File: config.mk
export PLATFORM = sky130hd
export DESIGN_NAME = sixteen_channel_pwm_register_block_unit
export DESIGN_NICKNAME = d
export VERILOG_FILES = /design/src/rtl/core/scpwm_pkg.sv /design/src/rtl/core/sixteen_channel_pwm_register_block_unit.sv
export SDC_FILE = /design/constraint.sdc
export NUM_CORES = 2
export LEC_CHECK = 0
export ABC_AREA = 0
export CAP_MARGIN = 0
export CORE_MARGIN = 2
export CORE_UTILIZATION = 33
export DETAILED_ROUTE_END_ITERATION = 16
export DONT_BUFFER_PORTS = 1
export PLACE_DENSITY_LB_ADDON = 0.05
export SLEW_MARGIN = 0
export SYNTH_ARGS = -nofsm -noshare
export SYNTH_HDL_FRONTEND = slang
export SYNTH_SLANG_ARGS = --single-unit
File: constraint.sdc
create_clock -name clk -period 9.7 [get_ports clk]
set_input_delay 1.455 -clock clk [delete_from_list [all_inputs] [get_ports clk]]
set_output_delay 1.455 -clock clk [all_outputs]
set_load 0.05 [all_outputs]
File: src/rtl/core/scpwm_pkg.sv
// ----------------------------------------------------------------------------
// scpwm_pkg
// Types, register map and reset values shared by the sixteen-channel PWM
// register block and its checker.
// ----------------------------------------------------------------------------
package scpwm_pkg;

  localparam int CHANNELS      = 16;
  localparam int COUNT_BITS    = 12;
  localparam int NUM_CHAN_REGS = 64;
  localparam int CHAN_IDX_W    = 6;
  localparam int OUT_BITS      = 16;

  // Item kinds.
  localparam logic [1:0] KIND_SET_PTR = 2'd0;
  localparam logic [1:0] KIND_WRITE   = 2'd1;
  localparam logic [1:0] KIND_READ    = 2'd2;
  localparam logic [1:0] KIND_TICK    = 2'd3;

  // Register map.
  localparam logic [7:0] ADDR_MODE_ONE  = 8'h00;
  localparam logic [7:0] ADDR_MODE_TWO  = 8'h01;
  localparam logic [7:0] ADDR_SUB_FIRST = 8'h02;
  localparam logic [7:0] ADDR_SUB_LAST  = 8'h05;
  localparam logic [7:0] ADDR_CHAN_BASE = 8'h06;
  localparam logic [7:0] ADDR_CHAN_END  = 8'h46;
  localparam logic [7:0] ADDR_BC_FIRST  = 8'hFA;
  localparam logic [7:0] ADDR_BC_LAST   = 8'hFD;
  localparam logic [7:0] ADDR_PRESCALE  = 8'hFE;

  // Bit positions.
  localparam int SLEEP_BIT    = 4;
  localparam int AUTO_INC_BIT = 5;
  localparam int INVERT_BIT   = 4;
  localparam int FULL_BIT     = 4;

  // Reset values.
  localparam logic [7:0] MODE_ONE_RST   = 8'b0001_0001;
  localparam logic [7:0] MODE_TWO_RST   = 8'b0000_0100;
  localparam logic [7:0] PRESCALE_RST   = 8'b0001_1110;
  localparam logic [7:0] OFF_HIGH_RST   = 8'h10;
  localparam logic [7:0] PRESCALE_MIN   = 8'd3;
  localparam logic [7:0] SUB_RST [4]    = '{8'hE2, 8'hE4, 8'hE8, 8'hE0};

  typedef struct packed {
    logic [1:0] kind;
    logic [7:0] reg_address;
    logic [7:0] data_byte;
  } item_t;

  typedef struct packed {
    logic [7:0]          read_data;
    logic [OUT_BITS-1:0] pwm_out;
    logic                period_start;
  } result_t;

endpackage

File: src/rtl/core/sixteen_channel_pwm_register_block_unit.sv
// ----------------------------------------------------------------------------
// sixteen_channel_pwm_register_block_unit
// Register file and PWM engine of a sixteen-channel LED controller.
// ----------------------------------------------------------------------------
// Path: an accepted beat moves from the stage register to the result register.
// Throughput: one beat per cycle while the output drains; the register update
// happens at acceptance, the channel compares when the beat leaves the stage.
// Reset: synchronous rst restores all registers to their power-up values and
// empties the pipeline; no beat is accepted while rst is high.
module sixteen_channel_pwm_register_block_unit (
  input  logic                clk,
  input  logic                rst,
  input  logic                item_valid,
  output logic                item_ready,
  input  scpwm_pkg::item_t    item,
  output logic                result_valid,
  input  logic                result_ready,
  output scpwm_pkg::result_t  result
);
  import scpwm_pkg::*;

  logic [7:0]            mode_one;
  logic [7:0]            mode_two;
  logic [7:0]            sub_regs [4];
  logic [7:0]            chan_regs [NUM_CHAN_REGS];
  logic [7:0]            prescale;
  logic [7:0]            reg_pointer;
  logic [7:0]            tick_divider;
  logic [COUNT_BITS-1:0] pwm_counter;

  logic                  stage_valid;
  logic [7:0]            stage_rd;
  logic                  stage_wrap;

  logic                  accept;
  logic                  stage_move;
  logic                  in_chan;
  logic                  in_bcast;
  logic                  in_sub;
  logic [7:0]            chan_off;
  logic [7:0]            bc_off;
  logic [7:0]            sub_off;
  logic [CHAN_IDX_W-1:0] chan_idx;
  logic [1:0]            bc_idx;
  logic [1:0]            sub_idx;
  logic [7:0]            read_byte;
  logic                  auto_inc;
  logic                  div_done;
  logic                  tick_wrap;
  logic [7:0]            prescale_next;
  logic [OUT_BITS-1:0]   levels;

  assign stage_move = stage_valid && (!result_valid || result_ready);
  assign item_ready = !rst && (!stage_valid || !result_valid || result_ready);
  assign accept     = item_valid && item_ready;

  // Address decode at the register pointer.
  always_comb begin
    in_chan  = (reg_pointer >= ADDR_CHAN_BASE) && (reg_pointer < ADDR_CHAN_END);
    in_bcast = (reg_pointer >= ADDR_BC_FIRST) && (reg_pointer <= ADDR_BC_LAST);
    in_sub   = (reg_pointer >= ADDR_SUB_FIRST) && (reg_pointer <= ADDR_SUB_LAST);
    chan_off = reg_pointer - ADDR_CHAN_BASE;
    bc_off   = reg_pointer - ADDR_BC_FIRST;
    sub_off  = reg_pointer - ADDR_SUB_FIRST;
    chan_idx = chan_off[CHAN_IDX_W-1:0];
    bc_idx   = bc_off[1:0];
    sub_idx  = sub_off[1:0];

    if (reg_pointer == ADDR_MODE_ONE) begin
      read_byte = mode_one;
    end else if (reg_pointer == ADDR_MODE_TWO) begin
      read_byte = mode_two;
    end else if (in_sub) begin
      read_byte = sub_regs[sub_idx];
    end else if (in_chan) begin
      read_byte = chan_regs[chan_idx];
    end else if (reg_pointer == ADDR_PRESCALE) begin
      read_byte = prescale;
    end else begin
      read_byte = 8'h00;
    end

    // A write to MODE1 decides the increment with the new value.
    if (item.kind == KIND_WRITE && reg_pointer == ADDR_MODE_ONE) begin
      auto_inc = item.data_byte[AUTO_INC_BIT];
    end else begin
      auto_inc = mode_one[AUTO_INC_BIT];
    end

    prescale_next = (item.data_byte < PRESCALE_MIN) ? PRESCALE_MIN : item.data_byte;
    div_done      = tick_divider >= prescale;
    tick_wrap     = !mode_one[SLEEP_BIT] && div_done && (&pwm_counter);
  end

  // Register file, pointer and prescaler update at acceptance.
  always_ff @(posedge clk) begin
    if (rst) begin
      mode_one     <= MODE_ONE_RST;
      mode_two     <= MODE_TWO_RST;
      prescale     <= PRESCALE_RST;
      reg_pointer  <= 8'h00;
      tick_divider <= 8'h00;
      pwm_counter  <= '0;
      for (int i = 0; i < 4; i++) begin
        sub_regs[i] <= SUB_RST[i];
      end
      for (int i = 0; i < NUM_CHAN_REGS; i++) begin
        chan_regs[i] <= ((i % 4) == 3) ? OFF_HIGH_RST : 8'h00;
      end
    end else if (accept) begin
      case (item.kind)
        KIND_SET_PTR: begin
          reg_pointer <= item.reg_address;
        end
        KIND_WRITE: begin
          if (reg_pointer == ADDR_MODE_ONE) begin
            mode_one <= item.data_byte;
          end
          if (reg_pointer == ADDR_MODE_TWO) begin
            mode_two <= item.data_byte;
          end
          if (in_sub) begin
            sub_regs[sub_idx] <= item.data_byte;
          end
          if (reg_pointer == ADDR_PRESCALE && mode_one[SLEEP_BIT]) begin
            prescale <= prescale_next;
          end
          for (int i = 0; i < NUM_CHAN_REGS; i++) begin
            if ((in_chan && chan_idx == CHAN_IDX_W'(i)) ||
                (in_bcast && bc_idx == 2'(i % 4) && i < CHANNELS * 4)) begin
              chan_regs[i] <= item.data_byte;
            end
          end
          if (auto_inc) begin
            reg_pointer <= reg_pointer + 8'd1;
          end
        end
        KIND_READ: begin
          if (auto_inc) begin
            reg_pointer <= reg_pointer + 8'd1;
          end
        end
        KIND_TICK: begin
          if (!mode_one[SLEEP_BIT]) begin
            if (div_done) begin
              tick_divider <= 8'h00;
              pwm_counter  <= pwm_counter + COUNT_BITS'(1);
            end else begin
              tick_divider <= tick_divider + 8'd1;
            end
          end
        end
        default: begin
        end
      endcase
    end
  end

  // Channel levels from the registers as left by the beat in the stage.
  always_comb begin
    logic [11:0]           on_full;
    logic [11:0]           off_full;
    logic [COUNT_BITS-1:0] on_cnt;
    logic [COUNT_BITS-1:0] off_cnt;
    logic                  hi;
    levels = '0;
    for (int c = 0; c < CHANNELS; c++) begin
      on_full  = {chan_regs[4*c+1][3:0], chan_regs[4*c]};
      off_full = {chan_regs[4*c+3][3:0], chan_regs[4*c+2]};
      on_cnt   = on_full[COUNT_BITS-1:0];
      off_cnt  = off_full[COUNT_BITS-1:0];
      if (chan_regs[4*c+3][FULL_BIT]) begin
        hi = 1'b0;
      end else if (chan_regs[4*c+1][FULL_BIT]) begin
        hi = 1'b1;
      end else if (on_cnt < off_cnt) begin
        hi = (pwm_counter >= on_cnt) && (pwm_counter < off_cnt);
      end else if (on_cnt > off_cnt) begin
        hi = (pwm_counter >= on_cnt) || (pwm_counter < off_cnt);
      end else begin
        hi = 1'b0;
      end
      levels[c] = hi ^ mode_two[INVERT_BIT];
    end
  end

  // Two-entry result path: the stage holds read data and wrap flag until the
  // levels are sampled into the output register.
  always_ff @(posedge clk) begin
    if (rst) begin
      stage_valid  <= 1'b0;
      result_valid <= 1'b0;
    end else begin
      if (accept) begin
        stage_valid <= 1'b1;
      end else if (stage_move) begin
        stage_valid <= 1'b0;
      end
      if (stage_move) begin
        result_valid <= 1'b1;
      end else if (result_ready) begin
        result_valid <= 1'b0;
      end
    end
  end

  always_ff @(posedge clk) begin
    if (accept) begin
      stage_rd   <= (item.kind == KIND_READ) ? read_byte : 8'h00;
      stage_wrap <= (item.kind == KIND_TICK) && tick_wrap;
    end
    if (stage_move) begin
      result.read_data    <= stage_rd;
      result.pwm_out      <= levels;
      result.period_start <= stage_wrap;
    end
  end

endmodule

# [Word-level counts from Yosys, hierarchy flattened]
# Memories as Yosys holds them, arrays and structs flattened.
# Index checks and enable logic that the tools add are counted.
# Widths: inputs -> output; s select.
[op_classes] bitwise_logic=81 eq_ne=72 n_reduce_logical=198 n_mux=472 n_lt_le_gt_ge=72 addsub=6
[op_table] op="$mux 8" count=73
[op_table] op="$mux 1" count=397
[op_table] op="$lt 12x12->1" count=32
[op_table] op="$eq 6x6->1 const B" count=32
[op_table] op="$ge 12x12->1" count=16
[op_table] op="$gt 12x12->1" count=16
[op_table] op="$eq 6x5->1 const B" count=16
[op_table] op="$logic_and 1x1->1" count=95
[op_table] op="$logic_or 1x1->1" count=83
[op_table] op="$or 1x1->1" count=64
[op_table] op="$eq 6x4->1 const B" count=8
[op_table] op="$eq 6x3->1 const B" count=4
[op_table] op="$add 8x1->8 const B" count=2
[op_table] op="$pmux 8 s2" count=1
[op_table] op="$xor 1x1->1" count=16
[op_table] op="$reduce_and 3->1" count=5
[op_table] op="$add 12x1->12 const B" count=1
[op_table] op="$eq 6x2->1 const B" count=2
[op_table] op="$reduce_and 12->1" count=1
[op_table] op="$eq 2x2->1 const B" count=4
[op_table] op="$eq 8x1->1 const B" count=1
[op_table] op="$eq 8x8->1 const B" count=1
[op_table] op="$ge 8x2->1 const B" count=1
[op_table] op="$ge 8x3->1 const B" count=1
[op_table] op="21 further kinds" count=29
[word_totals] n_memories=2 mem_bits_rw=544 out_inout_bits=27 wordCells=916 inputBits=22 register_bits=88
[memory_table] memory="chan_regs" depth=64 width=8 rd=65 rd_ports_with_merged_regs=0 wr=64 line="sixteen_channel_pwm_register_block_unit.sv:25" rtl="logic [7:0] chan_regs [NUM_CHAN_REGS];"
[memory_table] memory="sub_regs" depth=4 width=8 rd=1 rd_ports_with_merged_regs=0 wr=4 line="sixteen_channel_pwm_register_block_unit.sv:24" rtl="logic [7:0] sub_regs [4];"

# [Longest topological paths before layout]
[depth] ltp_word=10 mapped_depth=15 ltp_nobuf=9

# [Worst setup path before layout]
# No wires, ideal clock.
[synth_path] kind="input -> register" from="input result_ready" to="memory sub_regs[3][0], enable pin" t_required_ns=9.313 setup_time_ns=0.387 path_slack_ns=5.394 path_stages=6 arrival_ns=3.920 n_path_buf=1 path_cell_list="nor2b_1 a211oi_2 nand2_1 or4_1 clkbuf_1 o31ai_1"
[synth_rtl] element="start: declaration" line="sixteen_channel_pwm_register_block_unit.sv:17" rtl="input logic result_ready,"
[synth_rtl] element="end: declaration" line="sixteen_channel_pwm_register_block_unit.sv:24"

==> results_tabular.tex <==
\begin{tabular}{lr}
\hline
Metric & Value \\
\hline
\multicolumn{2}{l}{\textbf{Global route}} \\
\quad Pin count of the biggest net entering global routing & 129 \\
\quad Antenna violations before repair & 7 \\
\quad Global-route wire length before repair & 216 mm \\
\quad Combined global-route utilization of all metal layers & 23.5\% \\
\quad Overflow after GRT & 0 \\
\quad Via count of the first global-routing pass & 29,100 \\
\multicolumn{2}{l}{\textbf{Routing}} \\
\quad Number of remaining DRC errors & 0 \\
\quad Drt wl/cell & 28.0 um \\
\quad Number of nets with antenna violations after detailed routing & 0 \\
\quad Total wirelength of the detailed-routed design & 152 mm \\
\quad Iteration-0 DRC count of the detailed router & 2,401 \\
\quad Vias after detailed routing & 29,400 \\
\quad Number of iterations in the first detailed-routing pass & 5 \\
\quad Via-per-instance ratio & 5.42 \\
\multicolumn{2}{l}{\textbf{Setup path}} \\
\quad Cell with the biggest individual delay on the critical path & o21ai\_1 \\
\quad Required time at the endpoint of the critical path & 9990 ps \\
\quad Gate family responsible for the most delay along the worst path & simple AND/OR/NAND/NOR gates \\
\quad Slack of the worst reg-to-reg path & 4840 ps \\
\quad Critical Path Sink & chan\_regs[8][2]\$\_SDFFCE\_PN0P\_ \\
\quad Buffers and inverters on the worst path & 1 \\
\quad Crit path depth & 9 \\
\quad R2R Path Start & reg\_pointer[1]\$\_SDFFE\_PP0P\_ \\
\quad Critical path class & reg2reg \\
\quad Number of cells on the worst reg-to-reg path & 9 \\
\quad Data arrival time of the worst path & 5150 ps \\
\quad Maximum net fanout on the critical path & 128 \\
\quad Crit-path max cell delay & 790 ps \\
\quad Setup crit end kind & register \\
\quad Nature of the critical path startpoint & register \\
\quad Beginning of the critical path & reg\_pointer[1]\$\_SDFFE\_PP0P\_ \\
\quad Cells along the critical path & buf\_12, ha\_1, and3b\_1, a22oi\_1, o32a\_1, or2\_1, nor2\_1, o21ai\_1, nand2\_1 \\
\quad RR Endpoint & chan\_regs[8][2]\$\_SDFFCE\_PN0P\_ \\
\multicolumn{2}{l}{\textbf{STA}} \\
\quad Final Critical Period & 4860 ps \\
\quad Final worst-path cycle share & 50.1\% \\
\quad Worst hold-check slack & 417 ps \\
\quad Slew Limit Fails & 0 \\
\quad Smallest setup slack after layout & 4840 ps \\
\quad Top achievable clock speed & 206 MHz \\
\quad Setup TNS after final layout & 0 ps \\
\quad Transition at the pin with the smallest max-transition slack & 1230 ps \\
\quad Setup repair after global routing missed its margin & false \\
\quad \# setup viols final & 0 \\
\quad Final-report hold violation count & 0 \\
\quad Setup Skew & 31.6 ps \\
\quad Worst relative slew slack & 16.9\% \\
\multicolumn{2}{l}{\textbf{Placed design}} \\
\quad Total instance count after detailed placement & 5,282 \\
\quad IO Port Bufs & 0 \\
\quad Dpl ws & 4810 ps \\
\quad Area after detailed placement & 43,500 um\^{}2 \\
\quad RePlAce Congestion & 0.847 \\
\quad HPWL reported at the end of detailed placement & 108 mm \\
\multicolumn{2}{l}{\textbf{Clock network}} \\
\quad Root Buffer & clkbuf\_16 \\
\quad Number of buffers created by CTS & 77 \\
\quad Post-CTS clock slew at the launch and capture registers of the worst setup and hold paths & 60 ps \\
\quad Post-cts repair resize count & 0 \\
\quad TritonCTS clock tree & yes \\
\quad CTS Sinks & 632 \\
\quad Clock Path Buffers & 3 \\
\quad Setup Buffers After CTS & 0 \\
\quad Clock latency on the worst-skew pair & 660 ps \\
\quad Hold-fix buffers, CTS & 0 \\
\quad Number of levels the H-tree was split into & 3 \\
\multicolumn{2}{l}{\textbf{Pwr}} \\
\quad Final Power & 6.90 mW \\
\quad Pwr dens & 150 nW/um\^{}2 \\
\quad Peak supply drop & 124 uV \\
\quad Leakage power figure & 18.6 nW \\
\multicolumn{2}{l}{\textbf{Logic synthesis}} \\
\quad Ys flop type & edfxtp\_1 \\
\quad Proportion of netlist area held by the largest area contributor & 41.8\% \\
\quad Sequential element share of the synthesized area & 44.4\% \\
\quad Largest area contributor in the synthesized netlist & edfxtp\_1 \\
\quad Number of distinct standard cells referenced by the synthesized netlist & 79 \\
\quad Number of synthesized register bits & 632 \\
\quad Most used standard cell by instance count after synthesis & ha\_1 \\
\quad Synth top cells by count & ha\_1 (581), edfxtp\_1 (578), inv\_1 (419), nor2\_1 (419), nand2\_1 (211) \\
\quad Mapped Avg Cell Area & 11.2 um\^{}2 \\
\quad Mapped Nets & 4,297 \\
\quad Total standard cell area after synthesis & 41,500 um\^{}2 \\
\quad Count of flip-flops with a built-in enable after synthesis & 578 \\
\quad Post-synthesis cell count & 3,694 \\
\quad Synth warn & 0 \\
\quad Largest cells by area after synthesis & edfxtp\_1 (42\%), ha\_1 (18\%), mux4\_2 (8.7\%) \\
\quad Share of flip-flops with an asynchronous set or reset & 0\% \\
\multicolumn{2}{l}{\textbf{Final layout}} \\
\quad Share of cells above drive strength 1 & 11.5\% \\
\quad Final non-filler cell total & 5,424 \\
\quad Utilization after layout & 36.8\% \\
\quad Growth of design area from synthesis to finish & 10.9\% \\
\quad Number of nets in the layout & 4,315 \\
\quad Final cell area excluding filler cells & 46,000 um\^{}2 \\
\multicolumn{2}{l}{\textbf{Run status}} \\
\quad Run status & finished, final reports clean \\
\multicolumn{2}{l}{\textbf{Floorplanning}} \\
\quad Standard cell core area & 125,000 um\^{}2 \\
\quad Row count & 130 \\
\quad Starting Density & 33.1\% \\
\quad X dimension of the die & 359 um \\
\quad Height of the die & 359 um \\
\quad Area of the die & 129,000 um\^{}2 \\
\quad I/O pin total & 49 \\
\multicolumn{2}{l}{\textbf{Hold path}} \\
\quad Hold path depth & 0 \\
\quad Worst min-delay path class & reg2reg \\
\quad Worst min-delay path startpoint & stage\_wrap\$\_DFFE\_PP\_ \\
\multicolumn{2}{l}{\textbf{Flow run}} \\
\quad MaxCap Viol Count & 0 \\
\hline
\end{tabular}
-- worst min-delay path by stage --
| stage | endpoint | slack [ps] |
|---|---|---|
| 5_1_grt | result[0]$_DFFE_PP_ | 440 |
| 2_1_floorplan | result[0]$_DFFE_PP_ | 400 |
| 3_3_place_gp | result[0]$_DFFE_PP_ | 400 |
| 3_5_place_dp | result[0]$_DFFE_PP_ | 410 |
| 4_1_cts | result[0]$_DFFE_PP_ | 420 |
| 6_report | result[0]$_DFFE_PP_ | 420 |
-- report_power, final --
part | switching [mW] | internal, mW
sequential | 0.130 | 3.09
combinational | 0.495 | 0.292
clock | 1.23 | 1.66
-- sequential cells by signal (all words and copies together) (netlist names) --
| register | cells |
|---|---|
| tick_divider | 8 |
| stage_wrap | 1 |
| result_valid | 1 |
| stage_valid | 1 |
| prescale | 8 |
| sub_regs | 32 |
| stage_rd | 8 |
| reg_pointer | 8 |
| pwm_counter | 12 |
| result | 25 |
| mode_two | 8 |
| chan_regs | 512 |
| mode_one | 8 |
-- layout by cell type, fill, tap and decap left out, types with 77 or more instances in the layout --
| cell type | instances |
|---|---|
| ha_1 | 580 |
| nor2_1 | 419 |
| a21oi_1 | 178 |
| inv_1 | 417 |
| mux4_2 | 161 |
| nand2_1 | 203 |
| o21ai_0 | 128 |
| clkbuf_16 | 79 |
| edfxtp_1 | 578 |
| nand3_1 | 77 |
-- cells by family (layout without fill, tap and decap cells) --
| kind of cell | Yosys count | count (layout) | synth area share (%) |
|---|---|---|---|
| compound gates | 685 | 685 | 11.0 |
| xor+xnor | 30 | 30 | 0.651 |
| fa+ha+maj | 581 | 581 | 17.5 |
| buf+inv | 556 | 634 | 5.49 |
| flops | 632 | 632 | 44.4 |
| mux | 188 | 188 | 9.44 |
| other cells | 0 | 2 | 0 |
| simple gates | 1022 | 1022 | 11.5 |
-- area by class of cell --
class	count	area, um^2
clock buffer	96	2070
timing repair buffer	75	573
fill	12500	79200
antenna	2	5.00
clock inverter	43	412
inverter	420	1580
sequential	632	18500
multi-input combinational	2506	20800
tap	1650	2060
-- metal layers --
metal	wire length, um	vias up	GRT usage, %
li1	-	13800	-
met1	69300	14900	32.5
met2	74100	640	40.2
met3	6310	106	2.45
met4	2260	2	4.38
met5	9	-	0
Power figures use the tool's default switching activity.
